[src/sv/gbd_pkg.sv]
`timescale 1ns / 1ps
package gbd_pkg;

  localparam int NODES  = 16;
  localparam int NODE_W = $clog2(NODES);
  localparam int CNT_W  = $clog2(NODES + 1);
  localparam int REQ_W  = 2;
  localparam int NCFG_W = 5;

  localparam int CFG_AW = 3;
  localparam int CFG_DW = 32;
  localparam logic [CFG_AW-3:0] REG_NODE_COUNT = '0;
  localparam logic [NCFG_W-1:0] NODE_COUNT_RST = NCFG_W'(16);

  typedef logic [NODES-1:0]  row_t;
  typedef logic [NODE_W-1:0] node_t;
  typedef logic [CNT_W-1:0]  cnt_t;

  typedef enum logic [REQ_W-1:0] {
    REQ_ADD  = 2'd0,
    REQ_BFS  = 2'd1,
    REQ_DFS  = 2'd2,
    REQ_RSVD = 2'd3
  } req_t;

  typedef enum logic [2:0] {
    ST_IDLE,
    ST_EDGE_WA,
    ST_EDGE_RB,
    ST_EDGE_WB,
    ST_SCAN,
    ST_FETCH,
    ST_LAST,
    ST_BAD
  } st_t;

  typedef struct packed {
    logic  rd;
    logic  wr;
    node_t addr;
    row_t  wdata;
  } adj_cmd_t;

  typedef struct packed {
    logic  rd;
    logic  wr;
    node_t addr;
    node_t wdata;
  } pend_cmd_t;

  function automatic row_t node_bit(node_t n);
    node_bit = row_t'(1) << n;
  endfunction

  // lowest set bit wins
  function automatic node_t lowest_idx(row_t v);
    node_t idx;
    idx = '0;
    for (int i = NODES - 1; i >= 0; i--) begin
      if (v[i]) begin
        idx = NODE_W'(i);
      end
    end
    return idx;
  endfunction

  function automatic row_t live_mask(cnt_t n);
    row_t m;
    for (int i = 0; i < NODES; i++) begin
      m[i] = (CNT_W'(i) < n);
    end
    return m;
  endfunction

endpackage

[src/sv/gbd_if.sv]
`timescale 1ns / 1ps
interface gbd_req_if;
  logic                        valid;
  logic                        ready;
  logic [gbd_pkg::REQ_W-1:0]   req_type;
  logic [gbd_pkg::NODE_W-1:0]  node_a;
  logic [gbd_pkg::NODE_W-1:0]  node_b;

  modport source (output valid, output req_type, output node_a, output node_b, input ready);
  modport sink   (input valid, input req_type, input node_a, input node_b, output ready);
endinterface

interface gbd_res_if;
  logic                        valid;
  logic                        ready;
  logic [gbd_pkg::NODE_W-1:0]  node;
  logic                        is_last;
  logic                        bad_start;

  modport source (output valid, output node, output is_last, output bad_start, input ready);
  modport sink   (input valid, input node, input is_last, input bad_start, output ready);
endinterface

[src/sv/gbd_adj_ram.sv]
`timescale 1ns / 1ps
module gbd_adj_ram (
  input  logic              clk,
  input  logic              rst_n,
  input  gbd_pkg::adj_cmd_t cmd,
  output gbd_pkg::row_t     row
);

  gbd_pkg::row_t              mem_r [gbd_pkg::NODES];
  gbd_pkg::row_t              rdata_r;
  logic [gbd_pkg::NODES-1:0]  vld_r;
  logic                       rvld_r;

  always_ff @(posedge clk) begin
    if (cmd.wr) begin
      mem_r[cmd.addr] <= cmd.wdata;
    end
    if (cmd.rd) begin
      rdata_r <= mem_r[cmd.addr];
    end
  end

  // a row never written since reset reads as empty
  always_ff @(posedge clk) begin
    if (!rst_n) begin
      vld_r  <= '0;
      rvld_r <= 1'b0;
    end else begin
      if (cmd.wr) begin
        vld_r[cmd.addr] <= 1'b1;
      end
      if (cmd.rd) begin
        rvld_r <= vld_r[cmd.addr];
      end
    end
  end

  assign row = rvld_r ? rdata_r : '0;

endmodule

[src/sv/gbd_pend_ram.sv]
`timescale 1ns / 1ps
module gbd_pend_ram (
  input  logic               clk,
  input  gbd_pkg::pend_cmd_t cmd,
  output gbd_pkg::node_t     rdata
);

  gbd_pkg::node_t mem_r [gbd_pkg::NODES];
  gbd_pkg::node_t rdata_r;

  always_ff @(posedge clk) begin
    if (cmd.wr) begin
      mem_r[cmd.addr] <= cmd.wdata;
    end
    if (cmd.rd) begin
      rdata_r <= mem_r[cmd.addr];
    end
  end

  assign rdata = rdata_r;

endmodule

[src/sv/gbd_ctrl.sv]
`timescale 1ns / 1ps
module gbd_ctrl (
  input  logic                          clk,
  input  logic                          rst_n,
  input  logic                          in_valid,
  output logic                          in_ready,
  input  logic [gbd_pkg::REQ_W-1:0]     in_req,
  input  gbd_pkg::node_t                in_a,
  input  gbd_pkg::node_t                in_b,
  input  logic [gbd_pkg::NCFG_W-1:0]    node_count,
  output logic                          out_valid,
  input  logic                          out_ready,
  output gbd_pkg::node_t                out_node,
  output logic                          out_last,
  output logic                          out_bad,
  output gbd_pkg::adj_cmd_t             adj_cmd,
  input  gbd_pkg::row_t                 adj_row,
  output gbd_pkg::pend_cmd_t            pend_cmd,
  input  gbd_pkg::node_t                pend_rdata
);

  gbd_pkg::st_t   state_r, state_nxt;
  logic           dfs_r, dfs_nxt;
  gbd_pkg::node_t a_r, a_nxt;
  gbd_pkg::node_t b_r, b_nxt;
  gbd_pkg::row_t  live_r, live_nxt;
  gbd_pkg::row_t  visited_r, visited_nxt;
  gbd_pkg::node_t held_r, held_nxt;
  gbd_pkg::cnt_t  head_r, head_nxt;
  gbd_pkg::cnt_t  tail_r, tail_nxt;
  logic           out_valid_r, out_valid_nxt;
  gbd_pkg::node_t out_node_r, out_node_nxt;
  logic           out_last_r, out_last_nxt;
  logic           out_bad_r, out_bad_nxt;

  gbd_pkg::cnt_t  n_eff;
  gbd_pkg::row_t  cand;
  gbd_pkg::node_t v;
  gbd_pkg::cnt_t  tail_m2;
  logic           out_free;
  logic           a_ok, b_ok;

  always_ff @(posedge clk) begin
    if (!rst_n) begin
      state_r     <= gbd_pkg::ST_IDLE;
      out_valid_r <= 1'b0;
    end else begin
      state_r     <= state_nxt;
      out_valid_r <= out_valid_nxt;
    end
  end

  always_ff @(posedge clk) begin
    dfs_r      <= dfs_nxt;
    a_r        <= a_nxt;
    b_r        <= b_nxt;
    live_r     <= live_nxt;
    visited_r  <= visited_nxt;
    held_r     <= held_nxt;
    head_r     <= head_nxt;
    tail_r     <= tail_nxt;
    out_node_r <= out_node_nxt;
    out_last_r <= out_last_nxt;
    out_bad_r  <= out_bad_nxt;
  end

  always_comb begin
    n_eff = (node_count > gbd_pkg::NCFG_W'(gbd_pkg::NODES)) ? gbd_pkg::CNT_W'(gbd_pkg::NODES)
                                                            : gbd_pkg::CNT_W'(node_count);
    a_ok     = ({1'b0, in_a} < n_eff);
    b_ok     = ({1'b0, in_b} < n_eff);
    cand     = adj_row & live_r & ~visited_r;
    v        = gbd_pkg::lowest_idx(cand);
    tail_m2  = tail_r - gbd_pkg::CNT_W'(2);
    out_free = !out_valid_r || out_ready;

    state_nxt     = state_r;
    dfs_nxt       = dfs_r;
    a_nxt         = a_r;
    b_nxt         = b_r;
    live_nxt      = live_r;
    visited_nxt   = visited_r;
    held_nxt      = held_r;
    head_nxt      = head_r;
    tail_nxt      = tail_r;
    out_valid_nxt = out_valid_r && !out_ready;
    out_node_nxt  = out_node_r;
    out_last_nxt  = out_last_r;
    out_bad_nxt   = out_bad_r;
    adj_cmd       = '0;
    pend_cmd      = '0;
    in_ready      = 1'b0;

    case (state_r)
      gbd_pkg::ST_IDLE: begin
        in_ready = 1'b1;
        if (in_valid) begin
          case (gbd_pkg::req_t'(in_req))
            gbd_pkg::REQ_ADD: begin
              if (a_ok && b_ok) begin
                a_nxt        = in_a;
                b_nxt        = in_b;
                adj_cmd.rd   = 1'b1;
                adj_cmd.addr = in_a;
                state_nxt    = gbd_pkg::ST_EDGE_WA;
              end
            end
            gbd_pkg::REQ_BFS, gbd_pkg::REQ_DFS: begin
              dfs_nxt = (gbd_pkg::req_t'(in_req) == gbd_pkg::REQ_DFS);
              if (a_ok) begin
                live_nxt       = gbd_pkg::live_mask(n_eff);
                visited_nxt    = gbd_pkg::node_bit(in_a);
                held_nxt       = in_a;
                pend_cmd.wr    = 1'b1;
                pend_cmd.addr  = '0;
                pend_cmd.wdata = in_a;
                // start row is read right here, so the queue head is past it
                head_nxt       = gbd_pkg::CNT_W'(1);
                tail_nxt       = gbd_pkg::CNT_W'(1);
                adj_cmd.rd     = 1'b1;
                adj_cmd.addr   = in_a;
                state_nxt      = gbd_pkg::ST_SCAN;
              end else begin
                state_nxt = gbd_pkg::ST_BAD;
              end
            end
            default: ;
          endcase
        end
      end

      gbd_pkg::ST_EDGE_WA: begin
        adj_cmd.wr    = 1'b1;
        adj_cmd.addr  = a_r;
        adj_cmd.wdata = adj_row | gbd_pkg::node_bit(b_r);
        state_nxt     = gbd_pkg::ST_EDGE_RB;
      end

      // separate read keeps a self loop correct: row a is already written
      gbd_pkg::ST_EDGE_RB: begin
        adj_cmd.rd   = 1'b1;
        adj_cmd.addr = b_r;
        state_nxt    = gbd_pkg::ST_EDGE_WB;
      end

      gbd_pkg::ST_EDGE_WB: begin
        adj_cmd.wr    = 1'b1;
        adj_cmd.addr  = b_r;
        adj_cmd.wdata = adj_row | gbd_pkg::node_bit(a_r);
        state_nxt     = gbd_pkg::ST_IDLE;
      end

      gbd_pkg::ST_SCAN: begin
        if (cand != '0) begin
          // the held node goes out once a successor proves it is not last
          if (out_free) begin
            out_valid_nxt = 1'b1;
            out_node_nxt  = held_r;
            out_last_nxt  = 1'b0;
            out_bad_nxt   = 1'b0;
            held_nxt      = v;
            visited_nxt   = visited_r | gbd_pkg::node_bit(v);
            if (tail_r < gbd_pkg::CNT_W'(gbd_pkg::NODES)) begin
              pend_cmd.wr    = 1'b1;
              pend_cmd.addr  = tail_r[gbd_pkg::NODE_W-1:0];
              pend_cmd.wdata = v;
              tail_nxt       = tail_r + gbd_pkg::CNT_W'(1);
              if (dfs_r) begin
                adj_cmd.rd   = 1'b1;
                adj_cmd.addr = v;
              end
            end
          end
        end else if (dfs_r) begin
          tail_nxt = tail_r - gbd_pkg::CNT_W'(1);
          if (tail_r <= gbd_pkg::CNT_W'(1)) begin
            state_nxt = gbd_pkg::ST_LAST;
          end else begin
            pend_cmd.rd   = 1'b1;
            pend_cmd.addr = tail_m2[gbd_pkg::NODE_W-1:0];
            state_nxt     = gbd_pkg::ST_FETCH;
          end
        end else begin
          if (head_r < tail_r) begin
            pend_cmd.rd   = 1'b1;
            pend_cmd.addr = head_r[gbd_pkg::NODE_W-1:0];
            head_nxt      = head_r + gbd_pkg::CNT_W'(1);
            state_nxt     = gbd_pkg::ST_FETCH;
          end else begin
            state_nxt = gbd_pkg::ST_LAST;
          end
        end
      end

      gbd_pkg::ST_FETCH: begin
        adj_cmd.rd   = 1'b1;
        adj_cmd.addr = pend_rdata;
        state_nxt    = gbd_pkg::ST_SCAN;
      end

      gbd_pkg::ST_LAST: begin
        if (out_free) begin
          out_valid_nxt = 1'b1;
          out_node_nxt  = held_r;
          out_last_nxt  = 1'b1;
          out_bad_nxt   = 1'b0;
          state_nxt     = gbd_pkg::ST_IDLE;
        end
      end

      gbd_pkg::ST_BAD: begin
        if (out_free) begin
          out_valid_nxt = 1'b1;
          out_node_nxt  = '0;
          out_last_nxt  = 1'b1;
          out_bad_nxt   = 1'b1;
          state_nxt     = gbd_pkg::ST_IDLE;
        end
      end

      default: begin
        state_nxt = gbd_pkg::ST_IDLE;
      end
    endcase
  end

  assign out_valid = out_valid_r;
  assign out_node  = out_node_r;
  assign out_last  = out_last_r;
  assign out_bad   = out_bad_r;

endmodule

[src/sv/graph_bfs_dfs_traversal.sv]
`timescale 1ns / 1ps
// Graph walker over a 16-node undirected adjacency bit matrix.
// in_if carries requests: add edge (node_a, node_b), breadth-first walk or
// depth-first walk from node_a. Add edge gives no result; a walk gives one
// result per reached node, ascending neighbor order, is_last on the final
// one. A start node at or above node_count gives one result with bad_start.
// The user must see that node_count is written over the APB port only
// while the block is idle; the block itself does not enforce it. Add edge
// reads row a, writes it, reads row b and writes it. In a walk each node
// found comes from the candidate search; each node expanded afterwards
// (queue pop or stack backtrack) takes a pending-RAM read followed by the
// adjacency-RAM row read. One request is worked on at a time. The output
// register holds one result, so a new request is accepted while the final
// result of the previous one waits.
// A stalled receiver stalls the walk at the next result.
// Reset clears the matrix through per-row valid bits, sets node_count to
// 16 and drops any result in flight.
module graph_bfs_dfs_traversal (
  input  logic                         clk,
  input  logic                         rst_n,
  gbd_req_if.sink                      in_if,
  gbd_res_if.source                    out_if,
  input  logic                         psel,
  input  logic                         penable,
  input  logic                         pwrite,
  input  logic [gbd_pkg::CFG_AW-1:0]   paddr,
  input  logic [gbd_pkg::CFG_DW-1:0]   pwdata,
  output logic [gbd_pkg::CFG_DW-1:0]   prdata,
  output logic                         pready
);

  logic [gbd_pkg::NCFG_W-1:0] node_count_r;
  gbd_pkg::adj_cmd_t          adj_cmd;
  gbd_pkg::row_t              adj_row;
  gbd_pkg::pend_cmd_t         pend_cmd;
  gbd_pkg::node_t             pend_rdata;
  logic                       reg_hit;

  assign pready  = 1'b1;
  assign reg_hit = (paddr[gbd_pkg::CFG_AW-1:2] == gbd_pkg::REG_NODE_COUNT);

  always_ff @(posedge clk) begin
    if (!rst_n) begin
      node_count_r <= gbd_pkg::NODE_COUNT_RST;
    end else if (psel && penable && pwrite && reg_hit) begin
      node_count_r <= pwdata[gbd_pkg::NCFG_W-1:0];
    end
  end

  assign prdata = reg_hit ? gbd_pkg::CFG_DW'(node_count_r) : '0;

  gbd_adj_ram u_adj (
    .clk   (clk),
    .rst_n (rst_n),
    .cmd   (adj_cmd),
    .row   (adj_row)
  );

  gbd_pend_ram u_pend (
    .clk   (clk),
    .cmd   (pend_cmd),
    .rdata (pend_rdata)
  );

  gbd_ctrl u_ctrl (
    .clk        (clk),
    .rst_n      (rst_n),
    .in_valid   (in_if.valid),
    .in_ready   (in_if.ready),
    .in_req     (in_if.req_type),
    .in_a       (in_if.node_a),
    .in_b       (in_if.node_b),
    .node_count (node_count_r),
    .out_valid  (out_if.valid),
    .out_ready  (out_if.ready),
    .out_node   (out_if.node),
    .out_last   (out_if.is_last),
    .out_bad    (out_if.bad_start),
    .adj_cmd    (adj_cmd),
    .adj_row    (adj_row),
    .pend_cmd   (pend_cmd),
    .pend_rdata (pend_rdata)
  );

endmodule

[src/flat_wrapper.sv]
// flat-port wrapper written by rule: the top's interface ports become plain ports
module graph_bfs_dfs_traversal_flat 
  (clk, rst_n, psel, penable, pwrite, paddr, pwdata, prdata, pready, in_if_valid, in_if_req_type, in_if_node_a, in_if_node_b, in_if_ready, out_if_valid, out_if_node, out_if_is_last, out_if_bad_start, out_if_ready);
  gbd_req_if in_if_i ();
  gbd_res_if out_if_i ();
  input  logic clk;
  input  logic rst_n;
  input  logic psel;
  input  logic penable;
  input  logic pwrite;
  input  logic [gbd_pkg::CFG_AW-1:0] paddr;
  input  logic [gbd_pkg::CFG_DW-1:0] pwdata;
  output logic [gbd_pkg::CFG_DW-1:0] prdata;
  output logic pready;
  input wire logic [$bits(in_if_i.valid)-1:0] in_if_valid;
  input wire logic [$bits(in_if_i.req_type)-1:0] in_if_req_type;
  input wire logic [$bits(in_if_i.node_a)-1:0] in_if_node_a;
  input wire logic [$bits(in_if_i.node_b)-1:0] in_if_node_b;
  output wire logic [$bits(in_if_i.ready)-1:0] in_if_ready;
  output wire logic [$bits(out_if_i.valid)-1:0] out_if_valid;
  output wire logic [$bits(out_if_i.node)-1:0] out_if_node;
  output wire logic [$bits(out_if_i.is_last)-1:0] out_if_is_last;
  output wire logic [$bits(out_if_i.bad_start)-1:0] out_if_bad_start;
  input wire logic [$bits(out_if_i.ready)-1:0] out_if_ready;
  assign in_if_i.valid = in_if_valid;
  assign in_if_i.req_type = in_if_req_type;
  assign in_if_i.node_a = in_if_node_a;
  assign in_if_i.node_b = in_if_node_b;
  assign in_if_ready = in_if_i.ready;
  assign out_if_valid = out_if_i.valid;
  assign out_if_node = out_if_i.node;
  assign out_if_is_last = out_if_i.is_last;
  assign out_if_bad_start = out_if_i.bad_start;
  assign out_if_i.ready = out_if_ready;
  graph_bfs_dfs_traversal u_core (.clk(clk), .rst_n(rst_n), .in_if(in_if_i), .out_if(out_if_i), .psel(psel), .penable(penable), .pwrite(pwrite), .paddr(paddr), .pwdata(pwdata), .prdata(prdata), .pready(pready));
endmodule
[config.mk]
export PLATFORM = sky130hd
export DESIGN_NAME = graph_bfs_dfs_traversal_flat
export DESIGN_NICKNAME = d
export VERILOG_FILES = /design/src/sv/gbd_pkg.sv /design/src/sv/gbd_if.sv /design/src/sv/gbd_adj_ram.sv /design/src/sv/gbd_pend_ram.sv /design/src/sv/gbd_ctrl.sv /design/src/sv/graph_bfs_dfs_traversal.sv /design/src/flat_wrapper.sv
export SDC_FILE = /design/constraint.sdc
export NUM_CORES = 1
export LEC_CHECK = 0
export BUFFER_PORTS_ARGS = -buffer_cell sky130_fd_sc_hd__buf_2
export CAP_MARGIN = 20
export CORE_ASPECT_RATIO = 0.8
export CORE_MARGIN = 2
export CORE_UTILIZATION = 45
export CTS_CLUSTER_SIZE = 12
export DETAILED_ROUTE_END_ITERATION = 10
export GPL_ROUTABILITY_DRIVEN = 0
export PLACE_DENSITY = 0.72
export SYNTH_ARGS = -nofsm -noshare
export SYNTH_HDL_FRONTEND = slang
export SYNTH_SLANG_ARGS = --single-unit
[constraint.sdc]
create_clock -name clk -period 5.4 [get_ports clk]
set_clock_uncertainty 0.1 [all_clocks]
set_input_delay 0 -clock clk [delete_from_list [all_inputs] [get_ports clk]]
set_output_delay 0 -clock clk [all_outputs]
set_load 0.005 [all_outputs]
==> results of run 1 <==
repair_timing:
| action | in CTS | in global routing |
|---|---|---|
| buffers inserted | 0 | 0 |
| hold buffers | 29 | 0 |
| endpoints found under the hold margin | 62 | 0 |
kinds of logic (layout without fill, tap and decap cells):
group                    count (synthesis)  count (layout)  share of synthesized area
adder cells (fa/ha/maj)                 20              20                    0.01357
other                                    2              28                  0.0004072
buffers and inverters                  107             197                    0.03080
AO/OA/AOI/OAI                          228             228                    0.08852
AND/OR/NAND/NOR                        339             339                    0.09252
multiplexers                            83              83                    0.08981
XOR/XNOR                                 7               7                   0.003324
flip-flops                             427             427                     0.6810
cell usage after synthesis, drive strengths merged, types with 7 or more instances:
master	instances
nand2b	19
and2	10
inv	11
nor3	10
mux2i	17
a21oi	38
nand4b	11
a22oi	58
o21a	18
nor2b	18
nor2	95
ha	20
edfxtp	401
mux4	66
clkbuf	49
and4b	13
a32o	7
nand3	11
o21ai	27
nand2	113
a32oi	7
dfxtp	26
a221o	10
buf	47
area by class of cell:
type,count,area [sq um],share of cell area
Tap cell,544,680.7,0.03251
Clock inverter,14,93.84,0.004482
Timing Repair Buffer,112,867.1,0.04142
Multi-Input combinational cell,705,5499,0.2627
Inverter,11,41.29,0.001972
Clock buffer,60,1192,0.05695
Sequential cell,427,12560,0.6000
report_power, final:
part / switching (mW) / internal (mW)
clock network: 1.19 / 1.58
registers: 0.160 / 3.91
logic: 1.20 / 0.770
total: 2.55 / 6.26
flip-flops by register name, indices dropped and copies added, names as in the netlist, 3 cells and up:
signal / flops
u_core.node_count_r: 5
u_core.u_adj.mem_r: 256
u_core.u_adj.rdata_r: 16
u_core.u_adj.vld_r: 16
u_core.u_ctrl.a_r: 4
u_core.u_ctrl.b_r: 4
u_core.u_ctrl.head_r: 5
u_core.u_ctrl.held_r: 4
u_core.u_ctrl.live_r: 16
u_core.u_ctrl.out_node: 4
u_core.u_ctrl.state_r: 3
u_core.u_ctrl.tail_r: 5
u_core.u_ctrl.visited_r: 16
u_core.u_pend.mem_r: 64
u_core.u_pend.rdata: 4
how the worst max path moves through the flow:
stage | startpoint | endpoint | slack, ps | depth (start not counted)
CTS | u_core.u_adj.rvld_r | u_core.u_pend.rdata[1] | 650 | 9
finish | u_core.u_adj.rvld_r | u_core.u_pend.rdata[3] | 500 | 9
global route | u_core.u_adj.rvld_r | u_core.u_pend.rdata[1] | 240 | 9
detailed placement | u_core.u_adj.rvld_r | u_core.u_adj.rdata_r[8] | 690 | 10
global placement | u_core.u_adj.rvld_r | u_core.u_adj.rdata_r[13] | 720 | 10
floorplan | u_core.node_count_r[4] | u_core.u_adj.rvld_r | 670 | 13
per-stage QoR:
stage | std cells | util
after floorplan | 1239 | -
after global placement | 1763 | 0.4755
after detailed placement | 1763 | 0.4755
after CTS | 1866 | 0.5143
after global routing | 1873 | 0.5164
final | 1873 | 0.5164
per-layer routing:
metal / global-route usage / share of wire
met3: 0.04095 / 0.088
met2: 0.2977 / 0.45
met5: 0 / 0.00019
met4: 0.05187 / 0.021
met1: 0.2904 / 0.44
==> run summary, run 1 <==
Total power: 8.809 mW
HP Start: in_if_node_b[0]
Slowest cell on crit path: a311oi_4
Post-route cell area: 20,940 sq um
DR vias: 10,970
EDFF count, synth: 401
Post-DP Area: 19,280 sq um
Global route total overflow: 0
Place WS: 689.8 ps
Die X: 230.4 um
Routed len/inst: 22.11 um
Root buf cell: clkbuf_16
Skew-Pair Late Insertion Delay: 560 ps
Data required time of the worst path: 5580 ps
Crit path max fanout: 27
Post-synth top area share: 0.6528
Status: finished, final reports clean
Arrival time at the worst endpoint: 5080 ps
H-tree Lvls: 2
TritonCTS buffer count: 44
Die outline area: 42,640 sq um
Mean post-synth cell area: 15.21 sq um
Total GRT Usage: 0.1965
Worst setup SP type: register
WHS Path Cells: 2
Ports: 93
Initial antenna violation count: 1
Worst vdd ir: 0.3527 mV
Synthesized flop and latch total: 427
Synth Instances: 1,213
Worst Tran Pin Value: 1090 ps
Drt drc: 0
Max Fclk: 204.0 MHz
Final setup margin: 499.1 ps
Fillers: 3,252
Post-route antenna net violation count: 0
TNS Setup: 0 ps
Flop2flop setup slack: 500 ps
First-pass GRT wire length: 63,140 um
Critical path buffers and inverters: 1
Most frequent cells in the layout: edfxtp_1 (401), nand2_1 (113), nor2_1 (79), mux4_2 (66), a22oi_1 (58)
Commonest non-fill, non-tap cell in the layout: edfxtp_1
Vias in the first global route: 10,550
Site Rows: 66
Mapped Area: 18,450 sq um
Iter 0 DRT Violations: 1,088
Starting density of the core: 0.4549
Nets: 1,373
Post-synthesis cell type count: 68
Max incr delay on CP: 790 ps
CP top delay family: compound AO/OA/AOI/OAI gates
Post-CTS Resized: 0
Total routed wirelength: 41,420 um
Antenna cell count: 0
FF-to-FF path depth: 9
Final Hold Fails: 0
Pwr Density: 420.7 nW/um^2
CP Cell Sequence: and4b_1, or4_1, o41ai_1, nor3_1, a311oi_4, buf_4, a21oi_1, a32o_1, o221ai_1
Minimum clock period: 4901 ps
P_leak: 7.143 nW
Share of cells above drive strength 1: 0.1798
Final period utilization: 0.9076
Number of clock sinks: 427
Critical path capture point type: register
Relative max-transition margin: 0.2656
Setup-failing EPs final: 0
Die height: 185.1 um
Worst-path clk slew: 60 ps
Sequential area share after synthesis: 0.6810
Main flop type after synthesis: edfxtp_1
Worst hold endpoint: u_core.u_ctrl.b_r[0]
Vias per inst: 5.858
First-pass detailed-route iteration total: 6
Largest net degree at the start of global routing: 38
Hold Path Class: in2reg
Reg2Reg Launch Point: u_core.u_adj.rvld_r
Port Buffers: 35
Reg2reg end: u_core.u_pend.rdata[3]
Ys async rst share: 0
Core area: 40,550 sq um
Post-synth top area cell: edfxtp_1
Clock Path Buffers: 3
RSZ-0062 raised after global routing: false
P&R area growth vs syn: 13.51%
Synth Warn #: 0
Synth area leaders: edfxtp_1 (65%), mux4_2 (8.1%), dfxtp_1 (2.8%), a22oi_1 (2.4%), nand2_1 (2.3%)
Max Cap Viol: 0
Hold Worst Slack: 78.29 ps
CTS tree: built
Slew Viols, Final: 0
WS Path Type: reg2reg
Dpl hpwl: 26,620 um
Power figures use the tool's default switching activity.
==> run 2, diff against run 1 <==
Settings changed: BUFFER_PORTS_ARGS -buffer_cell sky130_fd_sc_hd__buf_2 to unset, DONT_BUFFER_PORTS set to 1, PLACE_DENSITY 0.72 to 0.7.
==> run 2 against run 1 <==
  * Non-clock buffer count shrank 30
  * Cell area shrank 0.79%
  * Clock-buffer cell count is the same
  * Critical path type unchanged
==> run summary, run 2 (same netlist as run 1, synthesis figures left out) <==
Status: finished, final reports clean
Post-route antenna net violation count: 0 (unchanged)
Root buf cell: clkbuf_16
Top Registers: u_core.u_adj.mem_r x256, u_core.u_pend.mem_r x64
Total GRT Usage: 0.1981 (+0.001547)
P_leak: 6.990 nW (-2.1%)
Initial antenna violation count: 0 (-1)
Post-CTS setup repair buffer count: 0 (unchanged)
Antenna cell count: 0 (unchanged)
Vias in the first global route: 10,490 (-0.59%)
Largest net degree at the start of global routing: 37 (-2.6%)
WS Path Type: reg2reg
Core area: 40,550 sq um (unchanged)
DR vias: 10,940 (-0.31%)
Minimum clock period: 4706 ps (-195.1 ps)
Hold Worst Slack: 6.923 ps (-71.37 ps)
Vias per inst: 5.935 (+1.3%)
Ports: 93 (unchanged)
TritonCTS buffer count: 44 (unchanged)
P&R area growth vs syn: 12.61%
Max Cap Viol: 0 (unchanged)
Global route total overflow: 0 (unchanged)
CTS tree: built
Port Buffers: 0 (-100%)
Routed len/inst: 22.96 um (+3.8%)
Slew Viols, Final: 0 (unchanged)
Worst Tran Pin Value: 1151 ps (+61.15 ps)
Die outline area: 42,640 sq um (unchanged)
Setup-failing EPs final: 0 (unchanged)
Number of clock sinks: 427 (unchanged)
TNS Setup: 0 ps (unchanged)
RSZ-0062 raised after global routing: false
Final Hold Fails: 0 (unchanged)
Final period utilization: 0.8714 (-0.03613)
Skew-Pair Late Insertion Delay: 540 ps (-20 ps)
Worst setup SP type: register
Max Fclk: 212.5 MHz (+4.1%)
Total power: 8.757 mW (-0.59%)
Relative max-transition margin: 0.2244 (-0.04120)
Site Rows: 66 (unchanged)
Hold Path Class: in2reg
Worst vdd ir: 0.3048 mV (-14%)
Data required time of the worst path: 5530 ps (-50 ps)
Drt drc: 0 (unchanged)
Largest register FFs: 256 (unchanged)
Largest register by flop count: u_core.u_adj.mem_r
Total routed wirelength: 42,310 um (+2.2%)
Clock Path Buffers: 3 (unchanged)
Dpl hpwl: 27,090 um (+1.8%)
Nets: 1,343 (-2.2%)
Starting density of the core: 0.4549 (unchanged)
First-pass detailed-route iteration total: 5 (-1)
Critical path capture point type: register
First-pass GRT wire length: 63,920 um (+1.2%)
Iter 0 DRT Violations: 1,240 (+14%)
Arrival time at the worst endpoint: 4830 ps (-250 ps)
H-tree Lvls: 2 (unchanged)
Die X: 230.4 um (unchanged)
Die height: 185.1 um (unchanged)
Worst-path clk slew: 60 ps (about the same)
Commonest non-fill, non-tap cell in the layout: edfxtp_1
Most frequent cells in the layout: edfxtp_1 (401), nand2_1 (113), nor2_1 (79), mux4_2 (66), a22oi_1 (58)
Pwr Density: 421.6 nW/um^2 (+0.21%)
Crit path max fanout: 27 (unchanged)
Share of cells above drive strength 1: 0.1578 (-0.02202)
Post-CTS Resized: 0 (unchanged)
-- run 2: cell types whose count changed in the layout (fill, tap and decap cells not counted), moves of 2 or more --
cell,change
buf_4,+6
clkinv_1,+2
buf_2,-33
clkinv_2,-2
clkbuf_8,-4
-- run 2: where the power goes --
group | switching, mW | total (mW) | leakage, nW | internal [mW]
Combinational | 1.18 | 1.95 | 2.40 | 0.775
Clock | 1.18 | 2.73 | 0.615 | 1.56
Sequential | 0.167 | 4.08 | 3.98 | 3.91
-- run 2: path summary, 6_finish.rpt --
path                                             from                          to  slack [ps]  depth (start not counted)
worst max-delay path              u_core.u_adj.rvld_r   u_core.u_adj.mem_r[14][2]         690                          8
worst min-delay path                  in_if_node_a[2]  u_core.u_pend.mem_r[15][2]           7                          1
worst max register to register    u_core.u_adj.rvld_r   u_core.u_adj.mem_r[14][2]         690                          8
worst min register to register  u_core.u_adj.vld_r[5]       u_core.u_adj.vld_r[5]         360                          1
-- run 2: through the flow --
| stage | util | cell area (sq um) | setup slack (ps) | cells |
|---|---|---|---|---|
| floorplan | - | 18540 | 667.1 | 1239 |
| global placement | 0.4726 | 19160 | 847.2 | 1734 |
| detailed placement | 0.4729 | 19170 | 745.3 | 1736 |
| CTS | 0.5116 | 20740 | 740.0 | 1840 |
| global route | 0.5123 | 20770 | 471.5 | 1843 |
| finish | 0.5123 | 20770 | 694.2 | 1843 |
-- run 2: final cells by class --
cell class	count	area [sq um]
Fill cell	3273	19780
Multi-Input combinational cell	705	5499
Inverter	11	41.29
Sequential cell	427	12560
Clock inverter	14	98.84
Clock buffer	60	1171
Tap cell	544	680.7
Timing Repair Buffer	82	718.2
-- run 2: worst max-delay path: stages, from the launching register on --
cell,delay (ps)
dfxtp_1,560
and4b_1,400
or4_1,670
or4_4,690
and2_4,220
a221o_4,500
or3b_2,570
nor2_2,430
buf_12,230
-- run 2: metal layers --
metal / up-vias / global-route usage / wire, um
li1: 4841 / - / -
met4: 0 / 0.04877 / 833
met1: 5492 / 0.3074 / 19200
met5: - / 0 / 0
met3: 68 / 0.03849 / 4003
met2: 537 / 0.2865 / 18280
-- run 2: what timing repair did --
action                                  CTS  global route
endpoints found under the setup margin    0             0
endpoints found under the hold margin    77             0
hold buffers                             30             0
